===== config.mk =====
export PLATFORM = sky130hd
export DESIGN_NAME = soft_limit_teach_and_check_core
export DESIGN_NICKNAME = d
export VERILOG_FILES = /design/src/hdl/sltc_pkg.sv /design/src/hdl/soft_limit_teach_and_check_core.sv
export SDC_FILE = /design/constraint.sdc
export NUM_CORES = 2
export LEC_CHECK = 0
export ABC_AREA = 1
export ABC_CLOCK_PERIOD_IN_PS = 20900
export BUFFER_PORTS_ARGS = -buffer_cell sky130_fd_sc_hd__buf_2
export CORE_ASPECT_RATIO = 1.1
export CORE_MARGIN = 1.5
export CORE_UTILIZATION = 65
export DETAILED_ROUTE_END_ITERATION = 10
export GPL_ROUTABILITY_DRIVEN = 0
export HOLD_SLACK_MARGIN = 0.15
export PLACE_DENSITY = 0.83
export SLEW_MARGIN = 40
export SYNTH_ARGS = -nofsm -noshare
export SYNTH_HDL_FRONTEND = slang
export SYNTH_SLANG_ARGS = --single-unit

===== constraint.sdc =====
create_clock -name clock -period 20.9 [get_ports clock]
set_input_delay 1.045 -clock clock [delete_from_list [all_inputs] [get_ports clock]]
set_output_delay 1.045 -clock clock [all_outputs]
set_load 0.03 [all_outputs]

===== src/hdl/sltc_pkg.sv =====
`timescale 1ns / 1ps
// ----------------------------------------------------------------------------
// sltc_pkg: shared types and constants for the soft-limit teach/check core
// Request and response payload structs, widths and register indexes.
// ----------------------------------------------------------------------------
package sltc_pkg;

   localparam int POS_WIDTH  = 32;
   localparam int TIME_WIDTH = 32;

   // wide enough for pos +/- a 20-bit margin without overflow
   localparam int EXT_WIDTH = ((POS_WIDTH > 20) ? POS_WIDTH : 21) + 1;
   // duration compare width: time span vs 16-bit threshold
   localparam int DUR_WIDTH = (TIME_WIDTH > 16) ? TIME_WIDTH : 16;

   localparam int CSR_IDX_WIDTH  = 8;
   localparam int CSR_DATA_WIDTH = 32;

   localparam int NUM_LIMITS = 4;

   // register indexes
   localparam logic [CSR_IDX_WIDTH-1:0] REG_LONG_PRESS_MS = CSR_IDX_WIDTH'(0);
   localparam logic [CSR_IDX_WIDTH-1:0] REG_LIMIT_MARGIN  = CSR_IDX_WIDTH'(1);
   localparam logic [CSR_IDX_WIDTH-1:0] REG_TEST_MODE     = CSR_IDX_WIDTH'(2);
   localparam logic [CSR_IDX_WIDTH-1:0] REG_LIMITS_ENABLE = CSR_IDX_WIDTH'(3);

   // register reset values
   localparam logic [15:0] LONG_PRESS_MS_RST = 16'd600;
   localparam logic [19:0] LIMIT_MARGIN_RST  = 20'd150;
   localparam logic        TEST_MODE_RST     = 1'b0;
   localparam logic        LIMITS_ENABLE_RST = 1'b1;

   // limit slots
   localparam int LIM_X_NEG = 0;
   localparam int LIM_X_POS = 1;
   localparam int LIM_Z_NEG = 2;
   localparam int LIM_Z_POS = 3;

   typedef struct packed {
      logic                         btn_x_neg;
      logic                         btn_x_pos;
      logic                         btn_z_neg;
      logic                         btn_z_pos;
      logic [TIME_WIDTH-1:0]        now_ms;
      logic signed [POS_WIDTH-1:0]  x_pos;
      logic signed [POS_WIDTH-1:0]  z_pos;
      logic                         clear_all;
   } req_type;

   typedef struct packed {
      logic led_x_neg;
      logic led_x_pos;
      logic led_z_neg;
      logic led_z_pos;
      logic x_limits_active;
      logic z_limits_active;
      logic x_in_range;
      logic z_in_range;
   } rsp_type;

endpackage


===== src/hdl/soft_limit_teach_and_check_core.sv =====
`timescale 1ns / 1ps
// ----------------------------------------------------------------------------
// soft_limit_teach_and_check_core: teach and check soft axis limits
// Button press tracking, limit teaching on release and widened range check.
// ----------------------------------------------------------------------------
// Takes one request per clock cycle when the response side keeps up; each
// request gives exactly one response, held first in the input register and
// then in the response register, and the request stall only rises when the
// response register is full and stalled. Each request carries four limit
// buttons, a millisecond timestamp, X/Z positions and a clear flag. A release
// after a press shorter than long_press_ms teaches that limit at the current
// axis position; an equal or longer press clears it. clear_all wipes all
// limits after the release handling of the same request. The response flags
// reflect the limit state after that request. Registers are written through
// the csr port (always ready) and should only be written while idle.
// ----------------------------------------------------------------------------
module soft_limit_teach_and_check_core (
   input  logic                                 clock,
   input  logic                                 reset,
   // request channel
   input  logic                                 req_valid,
   output logic                                 req_stall,
   input  sltc_pkg::req_type                    req_data,
   // response channel
   output logic                                 rsp_valid,
   input  logic                                 rsp_stall,
   output sltc_pkg::rsp_type                    rsp_data,
   // register write channel
   input  logic                                 csr_valid,
   output logic                                 csr_ready,
   input  logic [sltc_pkg::CSR_IDX_WIDTH-1:0]   csr_index,
   input  logic [sltc_pkg::CSR_DATA_WIDTH-1:0]  csr_wdata
);
   import sltc_pkg::*;

   // config registers
   logic [15:0] long_press_ms_ff;
   logic [19:0] limit_margin_ff;
   logic        test_mode_ff;
   logic        limits_enable_ff;

   // pipeline
   logic    s1_valid_ff;
   req_type s1_req_ff;
   logic    rsp_valid_ff;
   rsp_type rsp_ff;
   logic    advance;

   // limit state
   logic signed [POS_WIDTH-1:0] limit_value_ff [NUM_LIMITS];
   logic signed [POS_WIDTH-1:0] limit_value_in [NUM_LIMITS];
   logic [NUM_LIMITS-1:0]       taught_ff, taught_in;
   logic [NUM_LIMITS-1:0]       prev_btn_ff;
   logic [TIME_WIDTH-1:0]       press_start_ff [NUM_LIMITS];
   logic [TIME_WIDTH-1:0]       press_start_in [NUM_LIMITS];

   logic [NUM_LIMITS-1:0]       btn;
   logic [TIME_WIDTH-1:0]       dur [NUM_LIMITS];
   rsp_type                     rsp_in;
   logic                        x_ok, z_ok;

   // ------------------------------------------------------------------
   // Handshake: response register drains first, then stage 1 moves on.
   // ------------------------------------------------------------------
   assign advance   = s1_valid_ff && (!rsp_valid_ff || !rsp_stall);
   assign req_stall = s1_valid_ff && !advance;
   assign rsp_valid = rsp_valid_ff;
   assign rsp_data  = rsp_ff;
   assign csr_ready = 1'b1;

   assign btn = {s1_req_ff.btn_z_pos, s1_req_ff.btn_z_neg,
                 s1_req_ff.btn_x_pos, s1_req_ff.btn_x_neg};

   // ------------------------------------------------------------------
   // Per-limit press tracking and teaching. Start of zero = no press.
   // ------------------------------------------------------------------
   always_comb begin
      for (int i = 0; i < NUM_LIMITS; i++) begin
         limit_value_in[i] = limit_value_ff[i];
         taught_in[i]      = taught_ff[i];
         press_start_in[i] = press_start_ff[i];
         dur[i]            = s1_req_ff.now_ms - press_start_ff[i];
         if (btn[i]) begin
            if (press_start_ff[i] == '0) begin
               press_start_in[i] = s1_req_ff.now_ms;
            end
         end else begin
            if (prev_btn_ff[i] && (press_start_ff[i] != '0)) begin
               if (DUR_WIDTH'(dur[i]) >= DUR_WIDTH'(long_press_ms_ff)) begin
                  taught_in[i] = 1'b0;
               end else begin
                  limit_value_in[i] = (i < 2) ? s1_req_ff.x_pos : s1_req_ff.z_pos;
                  taught_in[i]      = 1'b1;
               end
            end
            press_start_in[i] = '0;
         end
         // clear wins over a same-request teach
         if (s1_req_ff.clear_all) begin
            limit_value_in[i] = '0;
            taught_in[i]      = 1'b0;
         end
      end
   end

   // ------------------------------------------------------------------
   // Range check on the updated limits: sorted, widened by the margin.
   // ------------------------------------------------------------------
   function automatic logic axis_ok(input logic signed [POS_WIDTH-1:0] va,
                                    input logic signed [POS_WIDTH-1:0] vb,
                                    input logic signed [POS_WIDTH-1:0] pos,
                                    input logic [19:0]                 margin);
      logic signed [EXT_WIDTH-1:0] lo, hi, p, m;
      lo = EXT_WIDTH'((va < vb) ? va : vb);
      hi = EXT_WIDTH'((va < vb) ? vb : va);
      p  = EXT_WIDTH'(pos);
      m  = $signed(EXT_WIDTH'(margin));
      return (p >= lo - m) && (p <= hi + m);
   endfunction

   always_comb begin
      x_ok = axis_ok(limit_value_in[LIM_X_NEG], limit_value_in[LIM_X_POS],
                     s1_req_ff.x_pos, limit_margin_ff);
      z_ok = axis_ok(limit_value_in[LIM_Z_NEG], limit_value_in[LIM_Z_POS],
                     s1_req_ff.z_pos, limit_margin_ff);

      rsp_in.led_x_neg = test_mode_ff ? btn[LIM_X_NEG] : taught_in[LIM_X_NEG];
      rsp_in.led_x_pos = test_mode_ff ? btn[LIM_X_POS] : taught_in[LIM_X_POS];
      rsp_in.led_z_neg = test_mode_ff ? btn[LIM_Z_NEG] : taught_in[LIM_Z_NEG];
      rsp_in.led_z_pos = test_mode_ff ? btn[LIM_Z_POS] : taught_in[LIM_Z_POS];
      rsp_in.x_limits_active = limits_enable_ff && taught_in[LIM_X_NEG]
                               && taught_in[LIM_X_POS];
      rsp_in.z_limits_active = limits_enable_ff && taught_in[LIM_Z_NEG]
                               && taught_in[LIM_Z_POS];
      // incomplete limits always pass
      rsp_in.x_in_range = !(taught_in[LIM_X_NEG] && taught_in[LIM_X_POS]) || x_ok;
      rsp_in.z_in_range = !(taught_in[LIM_Z_NEG] && taught_in[LIM_Z_POS]) || z_ok;
   end

   // ------------------------------------------------------------------
   // Payload registers (no reset)
   // ------------------------------------------------------------------
   always_ff @(posedge clock) begin
      if (req_valid && !req_stall) begin
         s1_req_ff <= req_data;
      end
      if (advance) begin
         rsp_ff <= rsp_in;
      end
   end

   // ------------------------------------------------------------------
   // Control, limit state and config registers
   // ------------------------------------------------------------------
   always_ff @(posedge clock) begin
      if (reset) begin
         s1_valid_ff      <= 1'b0;
         rsp_valid_ff     <= 1'b0;
         long_press_ms_ff <= LONG_PRESS_MS_RST;
         limit_margin_ff  <= LIMIT_MARGIN_RST;
         test_mode_ff     <= TEST_MODE_RST;
         limits_enable_ff <= LIMITS_ENABLE_RST;
         taught_ff        <= '0;
         prev_btn_ff      <= '0;
         for (int i = 0; i < NUM_LIMITS; i++) begin
            limit_value_ff[i] <= '0;
            press_start_ff[i] <= '0;
         end
      end else begin
         if (req_valid && !req_stall) begin
            s1_valid_ff <= 1'b1;
         end else if (advance) begin
            s1_valid_ff <= 1'b0;
         end

         if (advance) begin
            rsp_valid_ff <= 1'b1;
         end else if (!rsp_stall) begin
            rsp_valid_ff <= 1'b0;
         end

         if (advance) begin
            taught_ff   <= taught_in;
            prev_btn_ff <= btn;
            for (int i = 0; i < NUM_LIMITS; i++) begin
               limit_value_ff[i] <= limit_value_in[i];
               press_start_ff[i] <= press_start_in[i];
            end
         end

         if (csr_valid && csr_ready) begin
            unique case (csr_index)
               REG_LONG_PRESS_MS: long_press_ms_ff <= csr_wdata[15:0];
               REG_LIMIT_MARGIN:  limit_margin_ff  <= csr_wdata[19:0];
               REG_TEST_MODE:     test_mode_ff     <= csr_wdata[0];
               REG_LIMITS_ENABLE: limits_enable_ff <= csr_wdata[0];
               default: ;
            endcase
         end
      end
   end

endmodule


==> metrics.md <==
| Metric | Value |
|---|---|
| Final setup TNS | 0 ps |
| Die Area | 0.06180 mm^2 |
| Post-synthesis cell area | 0.03920 mm^2 |
| Non-filler cells, final | 6652 |
| Port bufs | 143 |
| F_max | 0.07684 GHz |
| Asr flop ratio synth | 0% |
| Row cnt | 94 |
| Ys Warns | 0 |
| Area Growth Syn to Fin | 7.803% |
| TritonCTS clock tree | done |
| Total of max-cap violations | 0 |
| Clock Pin Slew Worst Setup and Hold Paths | 70 ps |
| Sequential Area | 0.01192 mm^2 |
| Die Wd | 237.2 um |
| Power Density | 67.78 mW/mm^2 |
| Crit path launch type | flop |
| Post-DP HPWL | 89000 um |
| Element type at the critical path end | flop |
| DRT Pass-1 Iters | 9 |
| Via Count | ~38k |
| Switch Pwr | 0.001083 W |
| Sw frac | 37.82% |
| Post-Route Skew | 37.82 ps |
| Outcome | complete, no violations |
| Syn Area/Cell | 6.831 um^2 |
| Starting Density | 65.62% |
| Wire per inst | 17.61 um |
| Post-route DRC | 0 |
| Final period util | 62.27% |
| Clock Tree Root | clkbuf_16 |
| Pins Over Slew Limit | 0 |
| Syn nets | 6351 |
| Latest clock arrival within the worst-skew pair | 630 ps |
| WP data required | 21260 ps |
| Post-CTS Hold Fix Bufs | 0 |
| Crit Path Category | flop to flop |
| Worst path slowest cell | edfxtp_1 |
| Layout net count | 6459 |
| Post-CTS Setup Bufs | 0 |
| Unrepaired setup endpoints after global routing | no |
| Internal Power | 0.001781 W |
| CTS resizes | 0 |
| Initial drt markers | 3547 |
| Final instance area | 0.04226 mm^2 |
| Setup violators final | 0 |
| Global-route wire length before repair | 182600 um |
| Largest net degree at the start of global routing | 84 |
| #FFs+latches synth | 413 |
| Max IR drop VDD | 0.07166 mV |
| Number of flops mapped to enable cells by yosys | 365 |
| Total grt overflow | 0 |
| Placed cell area | 0.04073 mm^2 |
| Share of cells above drive strength 1 | 5.863% |
| Worst-path fanout max | 44 |
| Sequential fraction of the synthesis area | 30.41% |
| Slew Limit Headroom | between 40 and 50% |
| Logic pwr share | 36.2% |
| Maximum clock path buffer count | 3 |
| Vias in the first global route | 35.67k |
| Initial antenna violation count | 0 |
| Routed Antenna Nets | 0 |
| CTS Sinks | 413 |
| Hold Fails Final Rpt | 0 |
| Hold Slack | 479.8 ps |
| Cells after Synth | 5739 |
| Minimum clock period | 13010 ps |
| Worst path most repeated cell | nand2_1 |
| Total Power | 0.002864 W |
| Gr usage total | 37.85% |
| Least-Margin Pin Slew | 827.9 ps |
| Core Area | roughly 0.060 mm^2 |
| Die Span Y | 260.6 um |
| Leak | 21.27 nW |
| DP Cell Count | 6568 |
| I/O pin total | 157 |
| Sequential share of power | roughly 35% |
| Multi-input gate area | 0.02338 mm^2 |
| Antenna fix cells | 0 |
| Avg Vias per Cell | 5.729 |
| Layout filler cell count | 5040 |
| Hold/Removal Path Class | flop to flop |
| Depth of the CTS H-tree | 2 |
| Worst stage delay on the critical path | 640 ps |
| CTS buffer count | 45 |
| Distinct cells, synth | 64 |
| Final WL | 117100 um |
| Prevailing post-synth register cell | edfxtp_1 |
| Worst EP arrival | 13370 ps |
| Clock power frac | just under 30% |
[Yosys cell counts, types with 62 or more instances]
master	number	area [um^2]
nand4_1	65	406.6
nor3_1	77	385.4
ha_1	458	5731
nor2_1	814	3055
edfxtp_1	365	10960
a21oi_1	284	1421
xor2_1	104	910.9
inv_1	912	3423
nand3_1	269	1346
nand2_1	1633	6130
clkbuf_1	76	285.3
o21ai_0	242	1211
xnor2_1	62	543.0
[stage by stage]
stage / worst slack, ps / util, %
5_1_grt: 7175 / 70.74
3_5_place_dp: 8384 / 68.17
3_3_place_gp: 8652 / 68.00
4_1_cts: 8291 / 70.73
2_1_floorplan: 10180 / -
6_report: 7886 / 70.74
[critical path, delay by kind of cell (launching register included)]
kind                       cells  cell delay [ps]
adders and majority gates      5             1790
DFF                            1              640
buffers and inverters          5             1380
xor gates and xnor gates       2              370
AOI/OAI and AO/OA             15             2880
and+or+nand+nor               38             5190
muxes                          1              400
[per-layer routing]
metal / global-route usage (%) / wire length, um / up-vias
li1: - / - / 18728
met1: 45.14 / 44490 / 17070
met2: 61.54 / 51380 / 1804
met3: 6.103 / 10730 / 506
met4: 29.33 / 10540 / 0
met5: 0 / 0 / -
[power groups by stage]
stage          combinational, W  clock [W]  sequential [W]
3_5_place_dp            0.00101          0         0.00100
5_1_grt                 0.00118   0.000869        0.000989
3_3_place_gp           0.000977          0         0.00100
2_1_floorplan          0.000790          0        0.000986
6_report                0.00104   0.000840        0.000988
4_1_cts                 0.00102   0.000843        0.000985
[cells by family (layout without fill, tap and decap cells)]
logic type	Yosys count	after routing	share of synthesized area, %
adders and majority gates	466	466	15.03
buffers and inverters	1039	1184	10.18
and+or+nand+nor	2975	2975	31.09
AOI/OAI and AO/OA	677	677	9.524
muxes	2	2	0.05425
xor gates and xnor gates	166	166	3.709
DFF	413	413	30.41
other	1	1	0.009565
[state kept, by name, summed over array words and instances (netlist names)]
signal and flops:
s1_req_ff 97, test_mode_ff 1, rsp_data 8, limits_enable_ff 1, s1_valid_ff 1, limit_margin_ff 20, prev_btn_ff 4, long_press_ms_ff 16
btn 4, press_start_ff 128, limit_value_ff 128, rsp_valid 1, taught_ff 4
[cell usage in the layout, fill, tap and decap left out, types with 104 or more instances in the layout]
cell | synthesis | layout
buf_2 | 16 | 143
nor2_1 | 814 | 814
nand3_1 | 269 | 269
xor2_1 | 104 | 104
ha_1 | 458 | 458
inv_1 | 912 | 910
nand2_1 | 1633 | 1626
o21ai_0 | 242 | 242
edfxtp_1 | 365 | 365
a21oi_1 | 284 | 283
[cell type report]
class,count,area share [%]
clock inverters,26,0.5951
clock buffers,58,3.026
multi-input cells,4287,55.33
repair buffers,171,2.297
inverters,929,8.269
well taps,768,2.274
flip-flops and latches,413,28.21
[final timing paths]
path | start | to | slack (ps) | cells past startpoint
max | s1_req_ff[70] | rsp_data[1] | 7890 | 66
min | long_press_ms_ff[4] | long_press_ms_ff[4] | 480 | 2
max reg2reg | s1_req_ff[70] | rsp_data[1] | 7890 | 66
min reg2reg | long_press_ms_ff[4] | long_press_ms_ff[4] | 480 | 2
No activity file was read; power rests on OpenSTA's default activity.
